**src/bwms_pkg.sv**
```systemverilog
// ----------------------------------------------------------------------------
// bwms_pkg: shared types and constants of the binary window majority smoother
// Window column layout, result payload, register map and geometry limits.
// ----------------------------------------------------------------------------
package bwms_pkg;

  // line store depth, widest frame supported
  localparam int MaxWidth = 1024;
  localparam int ColAddrW = $clog2(MaxWidth);
  // column counter also has to hold the width itself during the flush
  localparam int ColCntW  = $clog2(MaxWidth + 1);

  localparam int FrameWidthW  = 11;
  localparam int FrameHeightW = 12;
  localparam int ThrW         = 4;
  localparam int SumW         = 4;
  localparam int MinDim       = 3;

  localparam logic [FrameWidthW-1:0]  FrameWidthRst  = FrameWidthW'(64);
  localparam logic [FrameHeightW-1:0] FrameHeightRst = FrameHeightW'(64);
  localparam logic [ThrW-1:0]         OpenThrRst     = ThrW'(5);

  // stored columns of the 3x3 window; the newest column is formed on the fly
  localparam int WinCells = 2;

  localparam int PaddrW = 4;
  localparam int PdataW = 32;

  typedef enum logic [PaddrW-3:0] {
    RegFrameWidth  = 2'd0,
    RegFrameHeight = 2'd1,
    RegOpenThr     = 2'd2
  } reg_idx_e;

  // one window column: rows r-2, r-1 and r
  typedef struct packed {
    logic cur;
    logic mid;
    logic top;
  } win_col_t;

  typedef struct packed {
    logic cell_out;
    logic frame_end;
  } res_t;

  function automatic logic [1:0] col_count(win_col_t col);
    return 2'(col.top) + 2'(col.mid) + 2'(col.cur);
  endfunction

  // width clamped to 3..MaxWidth
  function automatic logic [ColCntW-1:0] eff_width(logic [FrameWidthW-1:0] fw);
    if (int'(fw) < MinDim) return ColCntW'(MinDim);
    if (int'(fw) > MaxWidth) return ColCntW'(MaxWidth);
    return ColCntW'(fw);
  endfunction

  function automatic logic [FrameHeightW-1:0] eff_height(logic [FrameHeightW-1:0] fh);
    if (int'(fh) < MinDim) return FrameHeightW'(MinDim);
    return fh;
  endfunction

endpackage

```
**src/bwms_if.sv**
```systemverilog
// ----------------------------------------------------------------------------
// bwms_if: request channels of the binary window majority smoother
// Input cell channel and smoothed result channel, valid/ready handshake.
// ----------------------------------------------------------------------------
interface bwms_in_if;
  logic valid;
  logic ready;
  logic cell_in;
  logic is_pad;

  modport source (output valid, output cell_in, output is_pad, input ready);
  modport sink   (input valid, input cell_in, input is_pad, output ready);
endinterface

interface bwms_out_if;
  logic valid;
  logic ready;
  logic cell_out;
  logic frame_end;

  modport source (output valid, output cell_out, output frame_end, input ready);
  modport sink   (input valid, input cell_out, input frame_end, output ready);
endinterface

```
**src/binary_window_majority_smoother_unit.sv**
```systemverilog
// ----------------------------------------------------------------------------
// binary_window_majority_smoother_unit: 3x3 majority smoother, raster stream
// Line stores for the two rows above, a chain of window column cells, a
// popcount/threshold per cell and a registered output with skid entry.
// ----------------------------------------------------------------------------
// Output: results are registered in the output stage and trail the input
//   by one row plus one cell.
// Throughput: one request per cycle while the skid entry is free, set by the
//   line stores read one column ahead; each request finds its column ready.
// Reset: counters, registers (64, 64, 5) and output valids clear at once;
//   line stores are not cleared, a row is only read after it was written.
module binary_window_majority_smoother_unit (
  input  logic                          clk_i,
  input  logic                          rst_ni,
  input  logic                          psel,
  input  logic                          penable,
  input  logic                          pwrite,
  input  logic [bwms_pkg::PaddrW-1:0]   paddr,
  input  logic [bwms_pkg::PdataW-1:0]   pwdata,
  output logic [bwms_pkg::PdataW-1:0]   prdata,
  output logic                          pready,
  bwms_in_if.sink                       in_i,
  bwms_out_if.source                    out_o
);

  localparam int ColCntW = bwms_pkg::ColCntW;
  localparam int RowW    = bwms_pkg::FrameHeightW;

  // configuration registers
  logic [bwms_pkg::FrameWidthW-1:0]  frame_width_q;
  logic [bwms_pkg::FrameHeightW-1:0] frame_height_q;
  logic [bwms_pkg::ThrW-1:0]         open_threshold_q;
  logic                              cfg_we;
  logic                              cfg_hit;

  logic [ColCntW-1:0] width;
  logic [RowW-1:0]    height;

  // frame position
  logic [ColCntW-1:0] col_q, col_d;
  logic [RowW-1:0]    row_q, row_d;
  logic [ColCntW-1:0] col_inc;

  logic in_acc, in_phase, flush, advance, emit, pass, push, buf_ready;
  logic upper_rd, lower_rd, top_bit, mid_bit;
  logic [bwms_pkg::SumW-1:0] win_sum;

  bwms_pkg::win_col_t new_col;
  bwms_pkg::win_col_t chain [bwms_pkg::WinCells+1];
  logic [1:0]         cnt [bwms_pkg::WinCells];
  bwms_pkg::res_t     res;

  assign pready = 1'b1;
  // writes outside the register map leave the frame running
  assign cfg_we = psel && penable && pwrite && cfg_hit;

  always_ff @(posedge clk_i or negedge rst_ni) begin
    if (!rst_ni) begin
      frame_width_q    <= bwms_pkg::FrameWidthRst;
      frame_height_q   <= bwms_pkg::FrameHeightRst;
      open_threshold_q <= bwms_pkg::OpenThrRst;
    end else if (cfg_we) begin
      unique case (paddr[bwms_pkg::PaddrW-1:2])
        bwms_pkg::RegFrameWidth:  frame_width_q    <= pwdata[bwms_pkg::FrameWidthW-1:0];
        bwms_pkg::RegFrameHeight: frame_height_q   <= pwdata[bwms_pkg::FrameHeightW-1:0];
        bwms_pkg::RegOpenThr:     open_threshold_q <= pwdata[bwms_pkg::ThrW-1:0];
        default: ;
      endcase
    end
  end

  always_comb begin
    cfg_hit = 1'b1;
    unique case (paddr[bwms_pkg::PaddrW-1:2])
      bwms_pkg::RegFrameWidth:  prdata = bwms_pkg::PdataW'(frame_width_q);
      bwms_pkg::RegFrameHeight: prdata = bwms_pkg::PdataW'(frame_height_q);
      bwms_pkg::RegOpenThr:     prdata = bwms_pkg::PdataW'(open_threshold_q);
      default: begin
        prdata  = '0;
        cfg_hit = 1'b0;
      end
    endcase
  end

  assign width  = bwms_pkg::eff_width(frame_width_q);
  assign height = bwms_pkg::eff_height(frame_height_q);

  // rows past the last one are the flush: one request per remaining result
  assign in_phase = row_q < height;
  assign flush    = !in_phase;
  assign in_i.ready = buf_ready;
  assign in_acc   = in_i.valid && in_i.ready;
  assign advance  = in_acc && (flush || !in_i.is_pad);
  assign col_inc  = col_q + ColCntW'(1);

  always_comb begin
    col_d = col_q;
    row_d = row_q;
    if (cfg_we) begin
      col_d = '0;
      row_d = '0;
    end else if (advance) begin
      if (flush) begin
        if (col_q == width) begin
          col_d = '0;
          row_d = '0;
        end else begin
          col_d = col_inc;
        end
      end else if (col_inc == width) begin
        col_d = '0;
        row_d = row_q + RowW'(1);
      end else begin
        col_d = col_inc;
      end
    end
  end

  always_ff @(posedge clk_i or negedge rst_ni) begin
    if (!rst_ni) begin
      col_q <= '0;
      row_q <= '0;
    end else begin
      col_q <= col_d;
      row_q <= row_d;
    end
  end

  // even rows in the upper store, odd rows in the lower; read the next column
  bwms_line_ram u_upper (
    .clk_i   (clk_i),
    .we_i    (advance && in_phase && !row_q[0]),
    .waddr_i (col_q[bwms_pkg::ColAddrW-1:0]),
    .wdata_i (in_i.cell_in),
    .raddr_i (col_d[bwms_pkg::ColAddrW-1:0]),
    .rdata_o (upper_rd)
  );

  bwms_line_ram u_lower (
    .clk_i   (clk_i),
    .we_i    (advance && in_phase && row_q[0]),
    .waddr_i (col_q[bwms_pkg::ColAddrW-1:0]),
    .wdata_i (in_i.cell_in),
    .raddr_i (col_d[bwms_pkg::ColAddrW-1:0]),
    .rdata_o (lower_rd)
  );

  assign top_bit = (row_q >= RowW'(2)) && (row_q[0] ? lower_rd : upper_rd);
  assign mid_bit = (row_q != '0) && (row_q[0] ? upper_rd : lower_rd);

  assign new_col.top  = top_bit;
  assign new_col.mid  = mid_bit;
  assign new_col.cur  = in_i.cell_in;
  assign chain[0]     = new_col;

  for (genvar k = 0; k < bwms_pkg::WinCells; k++) begin : g_cell
    bwms_col_cell u_cell (
      .clk_i   (clk_i),
      .shift_i (advance),
      .col_i   (chain[k]),
      .col_o   (chain[k+1]),
      .cnt_o   (cnt[k])
    );
  end

  // centre is the middle of the previous column; left edge drops the oldest
  always_comb begin
    win_sum = bwms_pkg::SumW'(bwms_pkg::col_count(new_col)) + bwms_pkg::SumW'(cnt[0]);
    if (col_q != ColCntW'(1)) begin
      win_sum = win_sum + bwms_pkg::SumW'(cnt[bwms_pkg::WinCells-1]);
    end
  end

  assign emit = (row_q >= RowW'(2)) || (row_q == RowW'(1) && col_q != '0);
  // last column and last row pass through
  assign pass = flush || col_q == '0;
  assign push = advance && (flush || emit);

  assign res.cell_out  = pass ? chain[1].mid : (win_sum >= bwms_pkg::SumW'(open_threshold_q));
  assign res.frame_end = flush && col_q == width;

  bwms_out_buf u_out_buf (
    .clk_i   (clk_i),
    .rst_ni  (rst_ni),
    .push_i  (push),
    .res_i   (res),
    .ready_o (buf_ready),
    .out_o   (out_o)
  );

endmodule

```
**src/bwms_line_ram.sv**
```systemverilog
// ----------------------------------------------------------------------------
// bwms_line_ram: one-bit line store
// One write port, one read port with registered read data.
// ----------------------------------------------------------------------------
module bwms_line_ram (
  input  logic                          clk_i,
  input  logic                          we_i,
  input  logic [bwms_pkg::ColAddrW-1:0] waddr_i,
  input  logic                          wdata_i,
  input  logic [bwms_pkg::ColAddrW-1:0] raddr_i,
  output logic                          rdata_o
);

  logic mem_q [bwms_pkg::MaxWidth];
  logic rdata_q;

  always_ff @(posedge clk_i) begin
    if (we_i) begin
      mem_q[waddr_i] <= wdata_i;
    end
  end

  always_ff @(posedge clk_i) begin
    rdata_q <= mem_q[raddr_i];
  end

  assign rdata_o = rdata_q;

endmodule

```
**src/bwms_col_cell.sv**
```systemverilog
// ----------------------------------------------------------------------------
// bwms_col_cell: window column cell
// Holds one column of the 3x3 window, passes it on each shift, counts its
// open cells.
// ----------------------------------------------------------------------------
module bwms_col_cell (
  input  logic                       clk_i,
  input  logic                       shift_i,
  input  bwms_pkg::win_col_t         col_i,
  output bwms_pkg::win_col_t         col_o,
  output logic [1:0]                 cnt_o
);

  bwms_pkg::win_col_t col_q;

  always_ff @(posedge clk_i) begin
    if (shift_i) begin
      col_q <= col_i;
    end
  end

  assign col_o = col_q;
  assign cnt_o = bwms_pkg::col_count(col_q);

endmodule

```
**src/bwms_out_buf.sv**
```systemverilog
// ----------------------------------------------------------------------------
// bwms_out_buf: result output stage
// Output register plus skid entry, so the input side can push one more
// result while a result waits.
// ----------------------------------------------------------------------------
module bwms_out_buf (
  input  logic                  clk_i,
  input  logic                  rst_ni,
  input  logic                  push_i,
  input  bwms_pkg::res_t        res_i,
  output logic                  ready_o,
  bwms_out_if.source            out_o
);

  logic           out_valid_q, out_valid_d;
  logic           skid_valid_q, skid_valid_d;
  bwms_pkg::res_t out_q, out_d;
  bwms_pkg::res_t skid_q, skid_d;
  logic           pop;

  assign pop = out_valid_q && out_o.ready;

  always_comb begin
    out_valid_d  = out_valid_q;
    skid_valid_d = skid_valid_q;
    out_d        = out_q;
    skid_d       = skid_q;
    if (!out_valid_q || pop) begin
      if (skid_valid_q) begin
        out_d        = skid_q;
        out_valid_d  = 1'b1;
        skid_valid_d = 1'b0;
      end else if (push_i) begin
        out_d       = res_i;
        out_valid_d = 1'b1;
      end else begin
        out_valid_d = 1'b0;
      end
    end else if (push_i) begin
      skid_d       = res_i;
      skid_valid_d = 1'b1;
    end
  end

  always_ff @(posedge clk_i or negedge rst_ni) begin
    if (!rst_ni) begin
      out_valid_q  <= 1'b0;
      skid_valid_q <= 1'b0;
    end else begin
      out_valid_q  <= out_valid_d;
      skid_valid_q <= skid_valid_d;
    end
  end

  always_ff @(posedge clk_i) begin
    out_q  <= out_d;
    skid_q <= skid_d;
  end

  assign ready_o         = !skid_valid_q;
  assign out_o.valid     = out_valid_q;
  assign out_o.cell_out  = out_q.cell_out;
  assign out_o.frame_end = out_q.frame_end;

endmodule
```
**src/flat_wrapper.sv**
```systemverilog
// flat-port wrapper written by rule: the top's interface ports become plain ports
module binary_window_majority_smoother_unit_flat 
  (clk_i, rst_ni, psel, penable, pwrite, paddr, pwdata, prdata, pready, in_i_valid, in_i_cell_in, in_i_is_pad, in_i_ready, out_o_valid, out_o_cell_out, out_o_frame_end, out_o_ready);
  bwms_in_if in_i_i ();
  bwms_out_if out_o_i ();
  input  logic clk_i;
  input  logic rst_ni;
  input  logic psel;
  input  logic penable;
  input  logic pwrite;
  input  logic [bwms_pkg::PaddrW-1:0] paddr;
  input  logic [bwms_pkg::PdataW-1:0] pwdata;
  output logic [bwms_pkg::PdataW-1:0] prdata;
  output logic pready;
  input wire logic [$bits(in_i_i.valid)-1:0] in_i_valid;
  input wire logic [$bits(in_i_i.cell_in)-1:0] in_i_cell_in;
  input wire logic [$bits(in_i_i.is_pad)-1:0] in_i_is_pad;
  output wire logic [$bits(in_i_i.ready)-1:0] in_i_ready;
  output wire logic [$bits(out_o_i.valid)-1:0] out_o_valid;
  output wire logic [$bits(out_o_i.cell_out)-1:0] out_o_cell_out;
  output wire logic [$bits(out_o_i.frame_end)-1:0] out_o_frame_end;
  input wire logic [$bits(out_o_i.ready)-1:0] out_o_ready;
  assign in_i_i.valid = in_i_valid;
  assign in_i_i.cell_in = in_i_cell_in;
  assign in_i_i.is_pad = in_i_is_pad;
  assign in_i_ready = in_i_i.ready;
  assign out_o_valid = out_o_i.valid;
  assign out_o_cell_out = out_o_i.cell_out;
  assign out_o_frame_end = out_o_i.frame_end;
  assign out_o_i.ready = out_o_ready;
  binary_window_majority_smoother_unit u_core (.clk_i(clk_i), .rst_ni(rst_ni), .psel(psel), .penable(penable), .pwrite(pwrite), .paddr(paddr), .pwdata(pwdata), .prdata(prdata), .pready(pready), .in_i(in_i_i), .out_o(out_o_i));
endmodule
```
**config.mk**
```make
export PLATFORM = sky130hd
export DESIGN_NAME = binary_window_majority_smoother_unit_flat
export DESIGN_NICKNAME = d
export VERILOG_FILES = /design/src/bwms_pkg.sv /design/src/bwms_if.sv /design/src/binary_window_majority_smoother_unit.sv /design/src/bwms_line_ram.sv /design/src/bwms_col_cell.sv /design/src/bwms_out_buf.sv /design/src/flat_wrapper.sv
export SDC_FILE = /design/constraint.sdc
export NUM_CORES = 2
export LEC_CHECK = 0
export ABC_AREA = 1
export BUFFER_PORTS_ARGS = -buffer_cell sky130_fd_sc_hd__clkbuf_2
export CAP_MARGIN = 5
export CORE_AREA = 2 2 548 550
export DETAILED_ROUTE_END_ITERATION = 12
export DIE_AREA = 0 0 550 552
export PLACE_DENSITY = 0.53
export REMOVE_ABC_BUFFERS = 1
export SLEW_MARGIN = 15
export SYNTH_ARGS = -nofsm -noshare
export SYNTH_HDL_FRONTEND = slang
export SYNTH_SLANG_ARGS = --single-unit
```
**constraint.sdc**
```tcl
create_clock -name clk_i -period 4.95 [get_ports clk_i]
set_input_delay 0 -clock clk_i [delete_from_list [all_inputs] [get_ports clk_i]]
set_output_delay 0 -clock clk_i [all_outputs]
set_load 0.02 [all_outputs]
```
### Word level (Yosys, flattened, before mapping)

Memory sizes are Yosys's and may differ from the RTL's. A register that Yosys moved wholly into a read port is not among the register bits.
Index checks and enable logic that the tools add are counted.

* bits of input ports: 45
* output and inout bits: 37
* register bits after elaboration: 62
* word-level logic and storage cells: 119
* memory bits (writable): 2048
* memories kept: 2

Memory list
* u_core.u_lower.mem_q: depth 1024, width 1, rd ports 1, clocked after memory_dff 1, wr ports 1, line bwms_line_ram.sv:14 `logic mem_q [bwms_pkg::MaxWidth];`
* u_core.u_upper.mem_q: depth 1024, width 1, rd ports 1, clocked after memory_dff 1, wr ports 1, line bwms_line_ram.sv:14

* mux-type cells: 36
* add/subtract/negate cells: 10
* $lt $le $gt $ge: 6
* reduce and logical (&&, ||, !) cells: 39
* eq/ne operators: 7
* bitwise operators: 1

Operators by type and width (number)
* $mux W11: 9
* $mux W12: 7
* $pmux W12 S3: 1
* $eq A11 B11 Y1: 2
* $mux W1: 16
* $logic_and A1 B1 Y1: 14
* $add A12 B1 Y12 const B: 1
* $eq A12 B1 Y1 const B: 1
* $ge A12 B2 Y1 const B: 1
* $lt A12 B12 Y1: 1
* $lt A12 B2 Y1 const B: 1
* $reduce_bool A12 Y1: 1
* $add A11 B1 Y11 const B: 1
* $gt A11 B11 Y1 const B: 1
* $logic_not A11 Y1: 1
* $lt A11 B2 Y1 const B: 1
* $ne A11 B1 Y1 const B: 1
* $reduce_bool A11 Y1: 1
* $reduce_and A2 Y1: 5
* $add A1 B1 Y2: 3
* $add A2 B1 Y2: 3
* $reduce_bool A2 Y1: 3
* $logic_not A1 Y1: 5
* $logic_or A1 B1 Y1: 5
* other kinds (13): 14

### Logic depth before layout (Yosys ltp)

* depth in word-level cells: 11
* depth in mapped cells: 32
* mapped depth without buffers: 30

### Hierarchy

Synthesis repeated with hierarchy kept, for this count alone.

* cell total of the unflattened synthesis: 9999
* area total of the unflattened synthesis: 97398.4 um^2

By module, submodules not included
* bwms_line_ram: seq. area each 30769.5 um^2, area an instance 46392.0 um^2, cells each 4679, times used 2
* binary_window_majority_smoother_unit: seq. area each 1256.2 um^2, area an instance 4160.2 um^2, cells each 610, times used 1
* bwms_out_buf: seq. area each 170.2 um^2, area an instance 234.0 um^2, cells each 23, times used 1
* bwms_col_cell: seq. area each 90.1 um^2, area an instance 110.1 um^2, cells each 4, times used 2

### Worst setup path before layout

Ideal clock, no wire load.

* kind: reg-to-reg
* start: register u_core.row_q[0]
* end: register u_core.u_out_buf.out_q (netlist bit u_core.u_out_buf.out_o.cell_out) (data pin)
* path slack: 604 ps
* arrival time: 4093 ps
* stages on the path, launching flop included: 25
* buffers on the path: 0
* path through: dfrtp_1 -> inv_1 -> ha_1 -> nor4_1 -> inv_1 -> and2_1 -> inv_1 -> fa_1 -> inv_1 -> ha_1 -> inv_1 -> fa_1 -> inv_1 -> ha_1 -> fa_1 -> nor2_1 -> nor2_1 -> ha_1 -> a21boi_0 -> o21ai_0 -> nand2_1 -> a21oi_1 -> o21ai_0 -> nand2_1 -> nand2_1

RTL lines
* start, declared: line binary_window_majority_smoother_unit.sv:41 `logic [RowW-1:0] row_q, row_d;`
* start signal, assigned: line binary_window_majority_smoother_unit.sv:125 `row_q <= row_d;`
* end signal, assigned: line bwms_out_buf.sv:56 `out_q <= out_d;`
* end, declared: line bwms_out_buf.sv:17 `bwms_pkg::res_t out_q, out_d;`

### Worst setup path after layout

* start: register u_core.row_q[7]
* end: register u_core.u_lower.rdata_q, in the netlist u_core.u_lower.rdata_o, read port of u_core.u_lower.mem_q

* longest elaborated chain between the ends: 6
* elaborated cells on any way between the ends: 7
* those cells by class: order compare (1); mux (3); reduce/logical (3)

RTL lines
* $lt A12 B12 Y1 *: line binary_window_majority_smoother_unit.sv:89 `assign in_phase = row_q < height;`
* $logic_not A1 Y1: line binary_window_majority_smoother_unit.sv:90 `assign flush = !in_phase;`
* $logic_or A1 B1 Y1: line binary_window_majority_smoother_unit.sv:93 `assign advance = in_acc && (flush || !in_i.is_pad);`
* $logic_and A1 B1 Y1: line binary_window_majority_smoother_unit.sv:93
* $mux W11 *: line binary_window_majority_smoother_unit.sv:102 `end else if (advance) begin`
* $mux W11 *: line binary_window_majority_smoother_unit.sv:99 `if (cfg_we) begin`
* end, declared: line bwms_line_ram.sv:15 `logic rdata_q;`

Mark *: on every way between the ends. The rest lies on a longest branch, timed or not. The select of a mux whose other input is x is not followed.
A chain may end at the register's enable or synchronous reset.

==> impl_metrics.json <==
{
  "powerDensity_mw_per_mm2": 562,
  "ys.flop_type": "edfxtp_1",
  "vias": 81700,
  "leakage_nw": 40.6,
  "ys_types": 50,
  "ioPinCount": 82,
  "finalHoldViolations": 0,
  "yosys_warnings": 0,
  "cts_root_buf": "clkbuf_16",
  "start_kind": "flop",
  "synth_top_area_share_pct": 59.5,
  "via_per_inst": 5.64,
  "cts_sinks": 2112,
  "ys_seq_area_share_pct": 60.8,
  "whs_path_depth": 5,
  "area_growth_pct": 12.9,
  "fin_setup_tns_ns": 0,
  "start_util_pct": 34.8,
  "min_period_over_period_pct": 98.9,
  "die_w_um": 550,
  "hold_class": "in2reg",
  "avgRoutedWirePerCell_um": 24.7,
  "drv_slew": 0,
  "ys_top_cells_by_area": "edfxtp_1 60%, nor3_1 9.9%, nand2_1 7.5%, nand3_1 7.0%, inv_1 3.2%",
  "clk_pin_slew_ns": 0.06,
  "drt_iter0_drc": 9579,
  "cts_buffers": 232,
  "die_h_um": 552,
  "finalSetupViolCount": 0,
  "detail_route.first_pass.iterations": 6,
  "met1Wirelength_mm": 151,
  "whs_ns": 0.0940,
  "num_rows": 201,
  "max_freq_mhz": 204,
  "path_max_fanout": 18,
  "reg2reg_depth": 22,
  "fillCellCount": 29500,
  "dieArea_mm2": 0.304,
  "grt_pass1_vias": 78300,
  "clk_latency_ns": 0.90,
  "multi_input_area_mm2": 0.0330,
  "nNetsFinal": 10400,
  "ant_nets": 0,
  "ir_worst_vdd_uv": 454,
  "gp_congestion": 0.836,
  "dr_wl_met3_mm": 28.5,
  "synthesis.area_mm2": 0.104,
  "met2_length_mm": 168,
  "max_slew.worst_pin.slew_ns": 1.34,
  "clock_path_buffers": 4,
  "drc_errors": 0,
  "end_kind": "flop",
  "portBuffers": 38,
  "fin_skew_ns": 0.0395,
  "synth_area_per_cell_um2": 9.69,
  "finalWirelength_mm": 358,
  "grt_max_degree": 235,
  "regArea_mm2": 0.0632,
  "run_status": "complete, no violations",
  "cts_htree_levels": 4,
  "coreArea_mm2": 0.298,
  "layout_min_cycle_time_ns": 4.89,
  "drive_above_1_share_pct": 8.40,
  "async_reset_ff_share_pct": 2.46,
  "grt_first_pass_wirelength_mm": 527,
  "maxSlewHeadroom_pct": 10.9,
  "antenna_found_initial": 10,
  "syn_inst": 10700,
  "gr-total-overflow": 0,
  "synthTopCellsByCount": "2082 x nand2_1, 2058 x edfxtp_1, 2057 x nor3_1",
  "rsz0062_at_grt": "yes",
  "track_usage_pct": 22.8,
  "crit_required_ns": 5.71,
  "yosys.area.top_type": "edfxtp_1",
  "critPathKind": "reg2reg",
  "final_util_pct": 39.3,
  "top_layer": "met4",
  "synth_edf_count": 2058,
  "cap_violations": 0,
  "critical_path_arrival_ns": 5.66,
  "hpwlAfterDp_mm": 182,
  "ys_ff_latch": 2112,
  "cts_tree": "built",
  "yosysMostFrequentCell": "nand2_1"
}
## metal layers
metal	vias up	GRT usage, %
li1	36800	-
met1	40900	31.7
met4	0	7.13
met2	3443	36.9
met3	598	3.24
met5	-	0
## cell families (layout without fill, tap and decap cells)
| logic type | count (synthesis) | in the layout | synth area share, % |
|---|---|---|---|
| simple gates | 6046 | 6046 | 27.4 |
| mux | 1 | 1 | 0.0108 |
| fa+ha+maj | 31 | 31 | 0.410 |
| xor+xnor | 9 | 9 | 0.0759 |
| other cells | 2 | 22 | 0.00723 |
| buf+inv | 2027 | 1819 | 7.98 |
| flops | 2112 | 2112 | 60.8 |
| compound gates | 487 | 487 | 3.27 |
## power breakdown
part	switching (mW)	internal [mW]	total, mW	leakage (nW)
Clock	7.30	9.38	16.7	3.44
Sequential	0.155	19.8	20.0	19.1
Combinational	20.5	8.70	29.2	18.0
## worst paths after layout
check	startpoint	to	slack, ns
worst max-delay path	u_core.row_q[7]	u_core.u_lower.rdata_o	0.06
min in group asynchronous	rst_ni	u_core.frame_height_q[0]	0.35
worst max register to register	u_core.row_q[7]	u_core.u_lower.rdata_o	0.06
worst min register to register	u_core.g_cell[0].u_cell.col_o[2]	u_core.g_cell[1].u_cell.col_o[2]	0.48
max in group asynchronous	rst_ni	u_core.col_q[8]	4.04
worst min-delay path	paddr[2]	u_core.open_threshold_q[2]	0.09
## through the flow
step / instance area, um2 / instances / power (mW) / setup WS, ns
detailed placement: 109000 / 14000 / 48.5 / -0.227
global route: 117000 / 14500 / 69.0 / -0.00977
floorplan: 99000 / 9603 / 36.0 / -18.05
finish: 117000 / 14500 / 65.9 / 0.0558
global placement: 109000 / 14000 / 48.5 / -0.575
CTS: 117000 / 14500 / 65.4 / 0.0200
## critical path, stage by stage, from the launching register on
cell	delay [ns]
dfrtp_1	0.39
buf_4	0.13
buf_4	0.14
ha_1	0.31
a21oi_1	0.12
o21ai_0	0.10
a21oi_1	0.25
nand2_2	0.19
inv_1	0.23
a21oi_1	0.06
or2_2	0.33
o22ai_4	0.35
inv_6	0.25
buf_12	0.27
buf_4	0.25
nand3_1	0.21
nand3_1	0.10
nand3_1	0.24
nand3_1	0.26
nand3_1	0.14
nand3_1	0.08
nand3_1	0.17
nand2_1	0.13
## cells in the final DEF, fill, tap and decap left out, types with 48 or more instances in the layout
cell	netlist	layout
nor3_1	2057	2053
a21oi_1	49	48
edfxtp_1	2058	2058
clkbuf_16	0	242
inv_1	883	874
clkbuf_1	776	56
nand3b_1	342	342
buf_12	0	126
clkinv_1	2	64
nor2_1	86	82
nand3_1	1447	1445
buf_4	60	273
nand2_1	2082	2017
o211ai_1	351	351
dlygate4sd3_1	0	55
## what timing repair did
action,in CTS,in global routing
pin swaps,12,17
gates resized for setup,14,32
setup buffers,3,4
hold buffers,55,0
gates cloned,0,6
hold endpoints to repair,119,0
endpoints found under the setup margin,2,4
## area by class of cell
class	instances	share of cell area, %
Sequential cell	2112	53.9
Multi-Input combinational cell	6595	28.1
Clock buffer	292	5.22
Timing Repair Buffer	510	4.87
Tap cell	3958	4.22
Inverter	896	2.90
Clock inverter	121	0.784
Antenna cell	1	0.00213
## sequential cells by signal, indices dropped and copies added (netlist names)
register and cells:
u_core.u_out_buf.out_o.frame_end 1, u_core.u_out_buf.skid_valid_q 1, u_core.u_out_buf.out_o.valid 1, u_core.col_q 11
u_core.u_lower.rdata_o 1, u_core.g_cell.u_cell.col_o 6, u_core.u_upper.mem_q 1024, u_core.frame_width_q 11
u_core.frame_height_q 12, u_core.row_q 12, u_core.u_lower.mem_q 1024, u_core.u_out_buf.skid_q 2
u_core.open_threshold_q 4, u_core.u_out_buf.out_o.cell_out 1, u_core.u_upper.rdata_o 1
No activity file was read; power rests on OpenSTA's default activity.
